<file path="src/rtl/swsnd_pkg.sv">
// Shared types and codes of the sliding window sender.
// Depends on nothing; every other file of the block imports it.
package swsnd_pkg;

   // Item kinds as they arrive on the request channel
   localparam logic [1:0] OP_START  = 2'd0;
   localparam logic [1:0] OP_ACK    = 2'd1;
   localparam logic [1:0] OP_HSDONE = 2'd2;
   localparam logic [1:0] OP_TICK   = 2'd3;

   // Result events
   localparam logic [2:0] EV_SEND      = 3'd0;
   localparam logic [2:0] EV_RESEND    = 3'd1;
   localparam logic [2:0] EV_HANDSHAKE = 3'd2;
   localparam logic [2:0] EV_EARLY     = 3'd3;
   localparam logic [2:0] EV_DONE      = 3'd4;

   // Transfer phases
   localparam logic [1:0] PH_CLOSED   = 2'd0;
   localparam logic [1:0] PH_HANDSHK  = 2'd1;
   localparam logic [1:0] PH_TRANSFER = 2'd2;

   // Command queue between front and back
   localparam int CMDQ_DEPTH = 2;
   localparam int CMDQ_AW    = 1;

   typedef struct packed {
      logic [15:0] packet_count;
      logic [10:0] last_len;
      logic [15:0] timeout_ticks;
   } cfg_type;

   typedef struct packed {
      logic [1:0]  op;
      logic [15:0] ack_seq;
      logic        seq_in_count;   // ack_seq below packet_count
   } cmd_type;

   typedef struct packed {
      logic [2:0]  event_res;
      logic [15:0] packet_seq;
      logic [10:0] data_len;
   } result_type;

endpackage

</file>
<file path="src/rtl/swsnd_front.sv">
// Front end of the sliding window sender: takes request beats and classifies them.
// Depends on swsnd_pkg; feeds swsnd_cmdq.
module swsnd_front (
   input  logic                  req_tvalid,
   output logic                  req_tready,
   input  logic [1:0]            kind,
   input  logic [15:0]           ack_seq,
   input  swsnd_pkg::cfg_type    cfg,
   input  logic                  q_full,
   output logic                  q_push,
   output swsnd_pkg::cmd_type    q_cmd
);
   import swsnd_pkg::*;

   assign req_tready = !q_full;
   assign q_push     = req_tvalid && !q_full;

   // An ack at or beyond the packet count can never be valid; flag it here.
   always_comb begin
      q_cmd.op           = kind;
      q_cmd.ack_seq      = ack_seq;
      q_cmd.seq_in_count = (kind == OP_ACK) && (ack_seq < cfg.packet_count);
   end

endmodule

</file>
<file path="src/rtl/swsnd_cmdq.sv">
// Short command queue that decouples the front end from the sequencer.
// Depends on swsnd_pkg.
module swsnd_cmdq (
   input  logic                  clock,
   input  logic                  reset,
   input  logic                  push,
   input  swsnd_pkg::cmd_type    push_cmd,
   output logic                  full,
   input  logic                  pop,
   output logic                  not_empty,
   output swsnd_pkg::cmd_type    head_cmd
);
   import swsnd_pkg::*;

   localparam int CNT_W = $clog2(CMDQ_DEPTH + 1);

   cmd_type              entry_ff [CMDQ_DEPTH];
   logic [CMDQ_AW-1:0]   wr_ptr_ff, wr_ptr_in;
   logic [CMDQ_AW-1:0]   rd_ptr_ff, rd_ptr_in;
   logic [CNT_W-1:0]     count_ff, count_in;
   logic                 do_push, do_pop;

   assign full      = (count_ff == CNT_W'(CMDQ_DEPTH));
   assign not_empty = (count_ff != '0);
   assign head_cmd  = entry_ff[rd_ptr_ff];
   assign do_push   = push && !full;
   assign do_pop    = pop && not_empty;

   always_comb begin
      wr_ptr_in = wr_ptr_ff;
      rd_ptr_in = rd_ptr_ff;
      count_in  = count_ff;
      if (do_push) begin
         wr_ptr_in = (wr_ptr_ff == CMDQ_AW'(CMDQ_DEPTH - 1)) ? '0 : wr_ptr_ff + 1'b1;
      end
      if (do_pop) begin
         rd_ptr_in = (rd_ptr_ff == CMDQ_AW'(CMDQ_DEPTH - 1)) ? '0 : rd_ptr_ff + 1'b1;
      end
      if (do_push && !do_pop) begin
         count_in = count_ff + 1'b1;
      end else if (do_pop && !do_push) begin
         count_in = count_ff - 1'b1;
      end
   end

   always_ff @(posedge clock) begin
      if (reset) begin
         wr_ptr_ff <= '0;
         rd_ptr_ff <= '0;
         count_ff  <= '0;
      end else begin
         wr_ptr_ff <= wr_ptr_in;
         rd_ptr_ff <= rd_ptr_in;
         count_ff  <= count_in;
      end
   end

   always_ff @(posedge clock) begin
      if (do_push) begin
         entry_ff[wr_ptr_ff] <= push_cmd;
      end
   end

endmodule

</file>
<file path="src/rtl/swsnd_back.sv">
// Back end of the sliding window sender: window state, per-slot timers and
// the sequencer that produces result beats. Depends on swsnd_pkg.
module swsnd_back #(
   parameter int WINDOW_SLOTS  = 8,
   parameter int PAYLOAD_BYTES = 1024
) (
   input  logic                  clock,
   input  logic                  reset,
   input  swsnd_pkg::cfg_type    cfg,
   input  logic                  q_not_empty,
   input  swsnd_pkg::cmd_type    q_cmd,
   output logic                  q_pop,
   output logic                  rsp_valid,
   input  logic                  rsp_ready,
   output swsnd_pkg::result_type rsp_res,
   output logic                  rsp_last
);
   import swsnd_pkg::*;

   localparam int SLOT_W = (WINDOW_SLOTS > 1) ? $clog2(WINDOW_SLOTS) : 1;
   localparam int IDX_W  = $clog2(WINDOW_SLOTS + 1);
   localparam logic [10:0] FULL_LEN = 11'(PAYLOAD_BYTES % 2048);

   localparam logic [2:0] ST_IDLE  = 3'd0;
   localparam logic [2:0] ST_SLIDE = 3'd1;
   localparam logic [2:0] ST_HSEND = 3'd2;
   localparam logic [2:0] ST_TICK  = 3'd3;
   localparam logic [2:0] ST_FLUSH = 3'd4;

   logic [2:0]              state_ff, state_in;
   logic [1:0]              phase_ff, phase_in;
   logic [15:0]             base_ff, base_in;
   logic [IDX_W-1:0]        bslot_ff, bslot_in;
   logic [WINDOW_SLOTS-1:0] acked_ff, acked_in;
   logic [WINDOW_SLOTS-1:0] outst_ff, outst_in;
   logic [15:0]             age_ff [WINDOW_SLOTS];
   logic [15:0]             age_in [WINDOW_SLOTS];
   logic [IDX_W-1:0]        cnt_ff, cnt_in;
   logic                    pend_valid_ff, pend_valid_in;
   result_type              pend_ff, pend_in;
   logic                    out_valid_ff, out_valid_in;
   result_type              out_ff, out_in;
   logic                    out_last_ff, out_last_in;

   logic                    step;
   logic                    gen_valid;
   result_type              gen;
   logic                    flush;
   logic [16:0]             base_plus_w;
   logic [16:0]             ack_diff;
   logic [IDX_W:0]          ack_sum;
   logic [SLOT_W-1:0]       ack_slot;
   logic                    ack_in_win;
   logic [SLOT_W-1:0]       bslot_idx;
   logic [SLOT_W-1:0]       tick_idx;
   logic [IDX_W:0]          tick_off;
   logic [16:0]             tick_seq;
   logic [15:0]             aged;

   function automatic logic [10:0] length_of(input logic [16:0] seq,
                                             input cfg_type c,
                                             input logic [10:0] full_len);
      logic [10:0] len;
      if (c.packet_count != '0 && seq == {1'b0, c.packet_count - 16'd1}) begin
         len = c.last_len;
      end else begin
         len = full_len;
      end
      return len;
   endfunction

   // The sequencer moves only when the output register can take a beat.
   assign step = !out_valid_ff || rsp_ready;

   assign base_plus_w = {1'b0, base_ff} + 17'(WINDOW_SLOTS);
   assign ack_diff    = {1'b0, q_cmd.ack_seq} - {1'b0, base_ff};
   assign ack_in_win  = (q_cmd.ack_seq >= base_ff) && ({1'b0, q_cmd.ack_seq} < base_plus_w);
   assign ack_sum     = {1'b0, bslot_ff} + {1'b0, ack_diff[IDX_W-1:0]};
   assign ack_slot    = (ack_sum >= (IDX_W+1)'(WINDOW_SLOTS))
                        ? SLOT_W'(ack_sum - (IDX_W+1)'(WINDOW_SLOTS))
                        : SLOT_W'(ack_sum);
   assign bslot_idx   = SLOT_W'(bslot_ff);
   assign tick_idx    = SLOT_W'(cnt_ff);
   assign tick_off    = (cnt_ff >= bslot_ff)
                        ? {1'b0, cnt_ff} - {1'b0, bslot_ff}
                        : {1'b0, cnt_ff} + (IDX_W+1)'(WINDOW_SLOTS) - {1'b0, bslot_ff};
   assign tick_seq    = {1'b0, base_ff} + 17'(tick_off);
   assign aged        = (age_ff[tick_idx] == 16'hFFFF) ? 16'hFFFF : age_ff[tick_idx] + 16'd1;

   always_comb begin
      state_in  = state_ff;
      phase_in  = phase_ff;
      base_in   = base_ff;
      bslot_in  = bslot_ff;
      acked_in  = acked_ff;
      outst_in  = outst_ff;
      age_in    = age_ff;
      cnt_in    = cnt_ff;
      gen_valid = 1'b0;
      gen       = '0;
      flush     = 1'b0;
      q_pop     = 1'b0;

      unique case (state_ff)
         ST_IDLE: begin
            if (step && q_not_empty) begin
               q_pop = 1'b1;
               unique case (q_cmd.op)
                  OP_START: begin
                     base_in   = '0;
                     bslot_in  = '0;
                     acked_in  = '0;
                     outst_in  = '0;
                     for (int i = 0; i < WINDOW_SLOTS; i++) begin
                        age_in[i] = '0;
                     end
                     phase_in  = PH_HANDSHK;
                     gen_valid = 1'b1;
                     gen       = '{EV_HANDSHAKE, cfg.packet_count, 11'd0};
                     state_in  = ST_FLUSH;
                  end
                  OP_ACK: begin
                     if (phase_ff == PH_HANDSHK) begin
                        gen_valid = 1'b1;
                        gen       = '{EV_EARLY, q_cmd.ack_seq, 11'd0};
                        state_in  = ST_FLUSH;
                     end else if (phase_ff == PH_TRANSFER && q_cmd.seq_in_count &&
                                  ack_in_win && !acked_ff[ack_slot]) begin
                        acked_in[ack_slot] = 1'b1;
                        state_in           = ST_SLIDE;
                     end
                  end
                  OP_HSDONE: begin
                     if (phase_ff != PH_CLOSED) begin
                        base_in  = '0;
                        bslot_in = '0;
                        acked_in = '0;
                        outst_in = '0;
                        for (int i = 0; i < WINDOW_SLOTS; i++) begin
                           age_in[i] = '0;
                        end
                        phase_in = PH_TRANSFER;
                        cnt_in   = '0;
                        state_in = ST_HSEND;
                     end
                  end
                  OP_TICK: begin
                     if (phase_ff != PH_CLOSED) begin
                        cnt_in   = '0;
                        state_in = ST_TICK;
                     end
                  end
                  default: ;
               endcase
            end
         end
         ST_SLIDE: begin
            if (step) begin
               if (!acked_ff[bslot_idx]) begin
                  if (base_ff == cfg.packet_count) begin
                     phase_in  = PH_CLOSED;
                     gen_valid = 1'b1;
                     gen       = '{EV_DONE, cfg.packet_count, 11'd0};
                  end
                  state_in = ST_FLUSH;
               end else begin
                  // The packet admitted at the top lands in the slot just freed.
                  acked_in[bslot_idx] = 1'b0;
                  age_in[bslot_idx]   = '0;
                  if (base_plus_w < {1'b0, cfg.packet_count}) begin
                     outst_in[bslot_idx] = 1'b1;
                     gen_valid           = 1'b1;
                     gen = '{EV_SEND, base_plus_w[15:0], length_of(base_plus_w, cfg, FULL_LEN)};
                  end else begin
                     outst_in[bslot_idx] = 1'b0;
                  end
                  base_in  = base_ff + 16'd1;
                  bslot_in = (bslot_ff == IDX_W'(WINDOW_SLOTS - 1)) ? '0 : bslot_ff + 1'b1;
               end
            end
         end
         ST_HSEND: begin
            if (step) begin
               if (cnt_ff < IDX_W'(WINDOW_SLOTS) && 16'(cnt_ff) < cfg.packet_count) begin
                  outst_in[tick_idx] = 1'b1;
                  gen_valid          = 1'b1;
                  gen = '{EV_SEND, 16'(cnt_ff), length_of(17'(cnt_ff), cfg, FULL_LEN)};
                  cnt_in             = cnt_ff + 1'b1;
               end else begin
                  state_in = ST_FLUSH;
               end
            end
         end
         ST_TICK: begin
            if (step) begin
               if (outst_ff[tick_idx]) begin
                  if (aged > cfg.timeout_ticks) begin
                     age_in[tick_idx] = '0;
                     gen_valid        = 1'b1;
                     gen = '{EV_RESEND, tick_seq[15:0], length_of(tick_seq, cfg, FULL_LEN)};
                  end else begin
                     age_in[tick_idx] = aged;
                  end
               end
               if (cnt_ff == IDX_W'(WINDOW_SLOTS - 1)) begin
                  state_in = ST_FLUSH;
               end
               cnt_in = cnt_ff + 1'b1;
            end
         end
         ST_FLUSH: begin
            if (step) begin
               flush    = 1'b1;
               state_in = ST_IDLE;
            end
         end
         default: state_in = ST_IDLE;
      endcase
   end

   // A new result pushes the held one out as not last; the end of an item
   // releases the held one marked last.
   always_comb begin
      pend_valid_in = pend_valid_ff;
      pend_in       = pend_ff;
      out_valid_in  = out_valid_ff;
      out_in        = out_ff;
      out_last_in   = out_last_ff;
      if (step) begin
         out_valid_in = 1'b0;
         if (gen_valid) begin
            pend_valid_in = 1'b1;
            pend_in       = gen;
            if (pend_valid_ff) begin
               out_valid_in = 1'b1;
               out_in       = pend_ff;
               out_last_in  = 1'b0;
            end
         end else if (flush) begin
            pend_valid_in = 1'b0;
            if (pend_valid_ff) begin
               out_valid_in = 1'b1;
               out_in       = pend_ff;
               out_last_in  = 1'b1;
            end
         end
      end
   end

   always_ff @(posedge clock) begin
      if (reset) begin
         state_ff      <= ST_IDLE;
         phase_ff      <= PH_CLOSED;
         base_ff       <= '0;
         bslot_ff      <= '0;
         acked_ff      <= '0;
         outst_ff      <= '0;
         cnt_ff        <= '0;
         pend_valid_ff <= 1'b0;
         out_valid_ff  <= 1'b0;
         for (int i = 0; i < WINDOW_SLOTS; i++) begin
            age_ff[i] <= '0;
         end
      end else begin
         state_ff      <= state_in;
         phase_ff      <= phase_in;
         base_ff       <= base_in;
         bslot_ff      <= bslot_in;
         acked_ff      <= acked_in;
         outst_ff      <= outst_in;
         cnt_ff        <= cnt_in;
         pend_valid_ff <= pend_valid_in;
         out_valid_ff  <= out_valid_in;
         age_ff        <= age_in;
      end
   end

   always_ff @(posedge clock) begin
      pend_ff     <= pend_in;
      out_ff      <= out_in;
      out_last_ff <= out_last_in;
   end

   assign rsp_valid = out_valid_ff;
   assign rsp_res   = out_ff;
   assign rsp_last  = out_last_ff;

endmodule

</file>
<file path="src/rtl/sliding_window_sender.sv">
// Top level of the selective-repeat sliding window sender (control path).
// Depends on swsnd_pkg, swsnd_front, swsnd_cmdq and swsnd_back.
//
//   Channel  Direction  Contents
//   req_     in         tuser = kind, tdata = ack_seq
//   rsp_     out        tuser = event_res, tdata = packet_seq, data_len; tlast
//   csr_     in         write enable, register index, write data
//
// A request beat is taken whenever the two-entry command queue has room, so the
// front end keeps accepting while the sequencer or the output register is busy.
// The sequencer takes one command from the queue; a dropped or ignored item ends
// there. Otherwise it steps through the window (each slid slot and then a stop
// check on an ack, each packet sent and then a stop check on handshake done,
// each of the WINDOW_SLOTS slots on a tick, no step on a start or an early ack)
// and then releases the last beat, stalling while rsp_tready is held low. Reset
// is synchronous and clears the window, the timers, the queue and the output
// register; the registers return to their defaults.
module sliding_window_sender #(
   parameter int WINDOW_SLOTS  = 8,
   parameter int PAYLOAD_BYTES = 1024
) (
   input  logic        clock,
   input  logic        reset,
   // request channel
   input  logic        req_tvalid,
   output logic        req_tready,
   input  logic [15:0] req_tdata,   // [15:0] ack_seq
   input  logic [1:0]  req_tuser,   // [1:0] kind
   // result channel
   output logic        rsp_tvalid,
   input  logic        rsp_tready,
   output logic [31:0] rsp_tdata,   // [15:0] packet_seq, [26:16] data_len, rest zero
   output logic [2:0]  rsp_tuser,   // [2:0] event_res
   output logic        rsp_tlast,   // last_of_run
   // configuration port
   input  logic        csr_we,
   input  logic [1:0]  csr_index,
   input  logic [15:0] csr_wdata
);
   import swsnd_pkg::*;

   // Register indexes of the configuration port
   localparam logic [1:0] REG_PACKET_COUNT = 2'd0;
   localparam logic [1:0] REG_LAST_LEN     = 2'd1;
   localparam logic [1:0] REG_TIMEOUT      = 2'd2;

   cfg_type    cfg_ff, cfg_in;
   logic       q_full, q_push, q_pop, q_not_empty;
   cmd_type    push_cmd, head_cmd;
   result_type rsp_res;

   // Configuration registers. A write to an index beyond the list is ignored.
   always_comb begin
      cfg_in = cfg_ff;
      if (csr_we) begin
         unique case (csr_index)
            REG_PACKET_COUNT: cfg_in.packet_count  = csr_wdata;
            REG_LAST_LEN:     cfg_in.last_len      = csr_wdata[10:0];
            REG_TIMEOUT:      cfg_in.timeout_ticks = csr_wdata;
            default: ;
         endcase
      end
   end

   always_ff @(posedge clock) begin
      if (reset) begin
         cfg_ff.packet_count  <= 16'd1;
         cfg_ff.last_len      <= 11'd1024;
         cfg_ff.timeout_ticks <= 16'd100;
      end else begin
         cfg_ff <= cfg_in;
      end
   end

   // The front end classifies each beat and queues it as a command.
   swsnd_front u_front (
      .req_tvalid (req_tvalid),
      .req_tready (req_tready),
      .kind       (req_tuser),
      .ack_seq    (req_tdata),
      .cfg        (cfg_ff),
      .q_full     (q_full),
      .q_push     (q_push),
      .q_cmd      (push_cmd)
   );

   swsnd_cmdq u_cmdq (
      .clock     (clock),
      .reset     (reset),
      .push      (q_push),
      .push_cmd  (push_cmd),
      .full      (q_full),
      .pop       (q_pop),
      .not_empty (q_not_empty),
      .head_cmd  (head_cmd)
   );

   // The back end owns the window and timers and drives the result channel
   // from its own output register.
   swsnd_back #(
      .WINDOW_SLOTS  (WINDOW_SLOTS),
      .PAYLOAD_BYTES (PAYLOAD_BYTES)
   ) u_back (
      .clock       (clock),
      .reset       (reset),
      .cfg         (cfg_ff),
      .q_not_empty (q_not_empty),
      .q_cmd       (head_cmd),
      .q_pop       (q_pop),
      .rsp_valid   (rsp_tvalid),
      .rsp_ready   (rsp_tready),
      .rsp_res     (rsp_res),
      .rsp_last    (rsp_tlast)
   );

   assign rsp_tdata = {5'd0, rsp_res.data_len, rsp_res.packet_seq};
   assign rsp_tuser = rsp_res.event_res;

endmodule

</file>
<file path="config.mk">
export PLATFORM = sky130hd
export DESIGN_NAME = sliding_window_sender
export DESIGN_NICKNAME = d
export VERILOG_FILES = /design/src/rtl/swsnd_pkg.sv /design/src/rtl/swsnd_front.sv /design/src/rtl/swsnd_cmdq.sv /design/src/rtl/swsnd_back.sv /design/src/rtl/sliding_window_sender.sv
export SDC_FILE = /design/constraint.sdc
export NUM_CORES = 1
export LEC_CHECK = 0
export ABC_AREA = 1
export BUFFER_PORTS_ARGS = -buffer_cell sky130_fd_sc_hd__buf_4
export CORE_ASPECT_RATIO = 1.1
export CORE_MARGIN = 2
export CORE_UTILIZATION = 30
export DETAILED_ROUTE_END_ITERATION = 7
export PLACE_DENSITY_LB_ADDON = 0.12
export SYNTH_ARGS = -nofsm -noshare
export SYNTH_HDL_FRONTEND = slang
export SYNTH_SLANG_ARGS = --single-unit
</file>
<file path="constraint.sdc">
create_clock -name clock -period 6.85 [get_ports clock]
set_input_delay 1.0275 -clock clock [delete_from_list [all_inputs] [get_ports clock]]
set_output_delay 1.0275 -clock clock [all_outputs]
set_load 0.01 [all_outputs]
</file>
==> out/metrics.cfg <==
[run_status]
status=completed

[sta]
period_share_pct=82.31
hold_viol_final=0
finalSetupViolCount=0
final.min_clock_period_ns=5.638
slew_headroom_pct=27.89
skew_ns=0.03003
fin_tns_setup_ns=0
fmax_mhz=177.4
worstMarginPinSlew_ns=1.078
rsz0062_at_grt=false
finalMaxSlewViolations=0

[detailed_routing]
postRouteAntennaNets=0
drt_iter0_markers=1588
dr.pass1.iters=6
wl_um=83570
routed_via_density=4.980
vias=21180
drc=0
wl_per_cell_um=19.65

[worst_hold_path]
hold_class=reg2reg

[setup_path]
cp_data_arrival_time_ns=6.13
cp.required_ns=7.34
critPathMaxStageDelay_ns=0.91
endpoint_kind=flop
worstSetupPathType=reg2reg
start_kind=flop
cpMostUsedCell=nand2_1
critPathSlowestCell=dfxtp_1
crit_fanout=19

[floorplanning]
die_w_um=260.0
initial_core_util_pct=30.25
pin_count=79
core-area_mm2=0.07152
dieArea_mm2=0.07428
rows=103
fp.dieH_um=285.7

[logic_synthesis]
synthTopCellsByArea=nand2_1, dfxtp_1, edfxtp_1, a21oi_1, ha_1
avgSynthCellArea_um2=6.634
ys.warnings.count=0
yosysTopAreaCellShare_pct=22.76
syn-cell-area_mm2=0.02163
ys_ff_latch=322
syn_inst=3261
yosysUniqueCellTypes=57
synth-seq-area-share_pct=34.38
yosysTopAreaCell=nand2_1

[final_layout]
fin_nets=3430
synthToLayoutAreaGrowth_pct=12.72
drive_gt1_share_pct=7.560
diodes=0

[clocking]
cts_hold_buffers=0
cts_inserted_buffers=42
clock-sinks=322
cts_tree=done
ctsResizeCount=0
cts.clk_slew.worst_paths_ns=0.06
clk_path_buf_depth=3
cts_max_level=2
clk_latency_ns=0.58
cts_setup_buffers=0
root_buffer=clkbuf_16

[power]
combPwrFrac_pct=41.4
clock_power_share_pct=29.0
p_seq_share_pct=29.6
p_int_uw=4293
power.total_uw=7643
p_switching_uw=3351
cellLeakagePower_uw=0.01053
power_per_cell_area_mw_per_mm2=313.4
switching_share_pct=43.84
vdd_drop_max_v=0.0002020

[placed_design]
dp_hpwl_um=60700
place_congestion=0.9571
portBuffers=73

[grt]
grt_overflow=0
first_global_vias=20290
track_usage_pct=22.27
grt_first_pass_wirelength_um=126600
antenna_found_initial=0
grt_max_degree=99

[run]
cap_violations=0

layout make-up:
class / instances / area (µm²)
fill: 7929 / 47140
multi-input combinational: 2512 / 12440
sequential: 322 / 7438
clock buffer: 62 / 1186
tap: 945 / 1182
inverter: 283 / 1065
timing repair buffer: 115 / 913.4
clock inverter: 13 / 163.9
cell usage after synthesis (all sizes together):
cell and n:
a31o 2, o221ai 9, inv 281, nor4b 1, o211a 1, o21a 4, xnor2 8, a211oi 4
a21o 5, a21oi 270, or2 5, dfxtp 223, nor4 6, conb 1, nand3 115, and3b 1
a22oi 17, ha 106, mux2i 2, fa 7, a31oi 5, o21ai 183, nor3b 7, nor3 35
nand3b 4, o2111ai 5, xor2 54, a41oi 8, buf 69, nand2 1325, o31ai 1, o22ai 45
nand4 42, and2 1, clkbuf 79, edfxtp 99, o21bai 3, clkinv 2, nor2 207, o211ai 13
a32o 6
routing by layer:
| layer | global-route usage [%] | vias to the layer above | part of all wire [%] |
|---|---|---|---|
| li1 | - | 10690 | - |
| met1 | 26.64 | 9863 | 42 |
| met2 | 39.71 | 463 | 50 |
| met3 | 2.286 | 162 | 3.1 |
| met4 | 10.52 | 0 | 5.0 |
| met5 | 0 | - | 0 |
flip-flops by register name, summed over array words and instances, names as in the netlist, 2 cells and up, named ones only:
register,cells
u_back.age_ff,128
cfg_ff,43
u_cmdq.entry_ff,38
u_back.pend_ff,30
u_back.rsp_res,30
u_back.base_ff,16
u_back.acked_ff,8
u_back.outst_ff,8
u_back.bslot_ff,4
u_back.cnt_ff,4
u_back.state_ff,3
u_back.phase_ff,2
u_cmdq.count_ff,2
power by group through the flow:
stage	combinational (µW)	sequential, µW	clock (µW)
global placement	3190	2300	0
finish	3170	2260	2220
detailed placement	3170	2300	0
CTS	3180	2260	2280
global route	3490	2280	2350
floorplan	2100	2270	0
cell usage in the layout, fill, tap and decap left out, types with 9 or more instances in the layout:
cell,count
nand2_1,1312
a21oi_1,269
inv_1,264
dfxtp_1,222
nor2_1,184
o21ai_0,165
buf_4,111
nand3_1,106
ha_1,106
edfxtp_1,99
xor2_1,53
o22ai_1,45
nand4_1,42
clkbuf_16,42
nor3_1,33
o21ai_1,17
a22oi_1,17
inv_2,16
clkbuf_1,14
nor2_2,13
nand2_2,13
o211ai_1,13
nor2_4,9
nand3_2,9
o221ai_1,9
cells by family after synthesis:
family / synth area share, %
AO/OA/AOI/OAI: 14.89
XOR/XNOR: 2.545
adder cells (fa/ha/maj): 6.778
buffers and inverters: 8.293
flip-flops: 34.38
multiplexers: 0.09254
other: 0.01733
AND/OR/NAND/NOR: 33.01
worst max-delay path: cells and delay by family, from the launching register on:
kind | cells | cell delay, ns
AO/OA/AOI/OAI | 2 | 0.20
buffers and inverters | 5 | 0.91
AND/OR/NAND/NOR | 20 | 3.02
flip-flops | 1 | 0.91
adder cells (fa/ha/maj) | 2 | 0.48
worst paths after layout:
check	from	end	slack, ns	depth (start not counted)
worst max register to register	u_back.cnt_ff[2]	u_back.age_ff[30]	1.21	29
worst min-delay path	u_back.pend_ff[29]	u_back.rsp_res[29]	0.42	0
worst min register to register	u_back.pend_ff[29]	u_back.rsp_res[29]	0.42	0
worst max-delay path	u_back.cnt_ff[2]	u_back.age_ff[30]	1.21	29
through the flow:
| stage | hold WS, ns | area (µm²) | setup slack (ns) | utilization [%] | std cells |
|---|---|---|---|---|---|
| floorplan | 0.4003 | 21650 | 1.793 | - | 3265 |
| global placement | 0.4006 | 23040 | 1.381 | 32.21 | 4177 |
| detailed placement | 0.4056 | 23040 | 1.278 | 32.21 | 4177 |
| CTS | 0.4190 | 24390 | 1.234 | 34.10 | 4252 |
| global route | 0.4245 | 24390 | 0.6814 | 34.10 | 4252 |
| finish | 0.4169 | 24390 | 1.212 | 34.10 | 4252 |
Note: power is estimated with default switching activity, not from simulation.
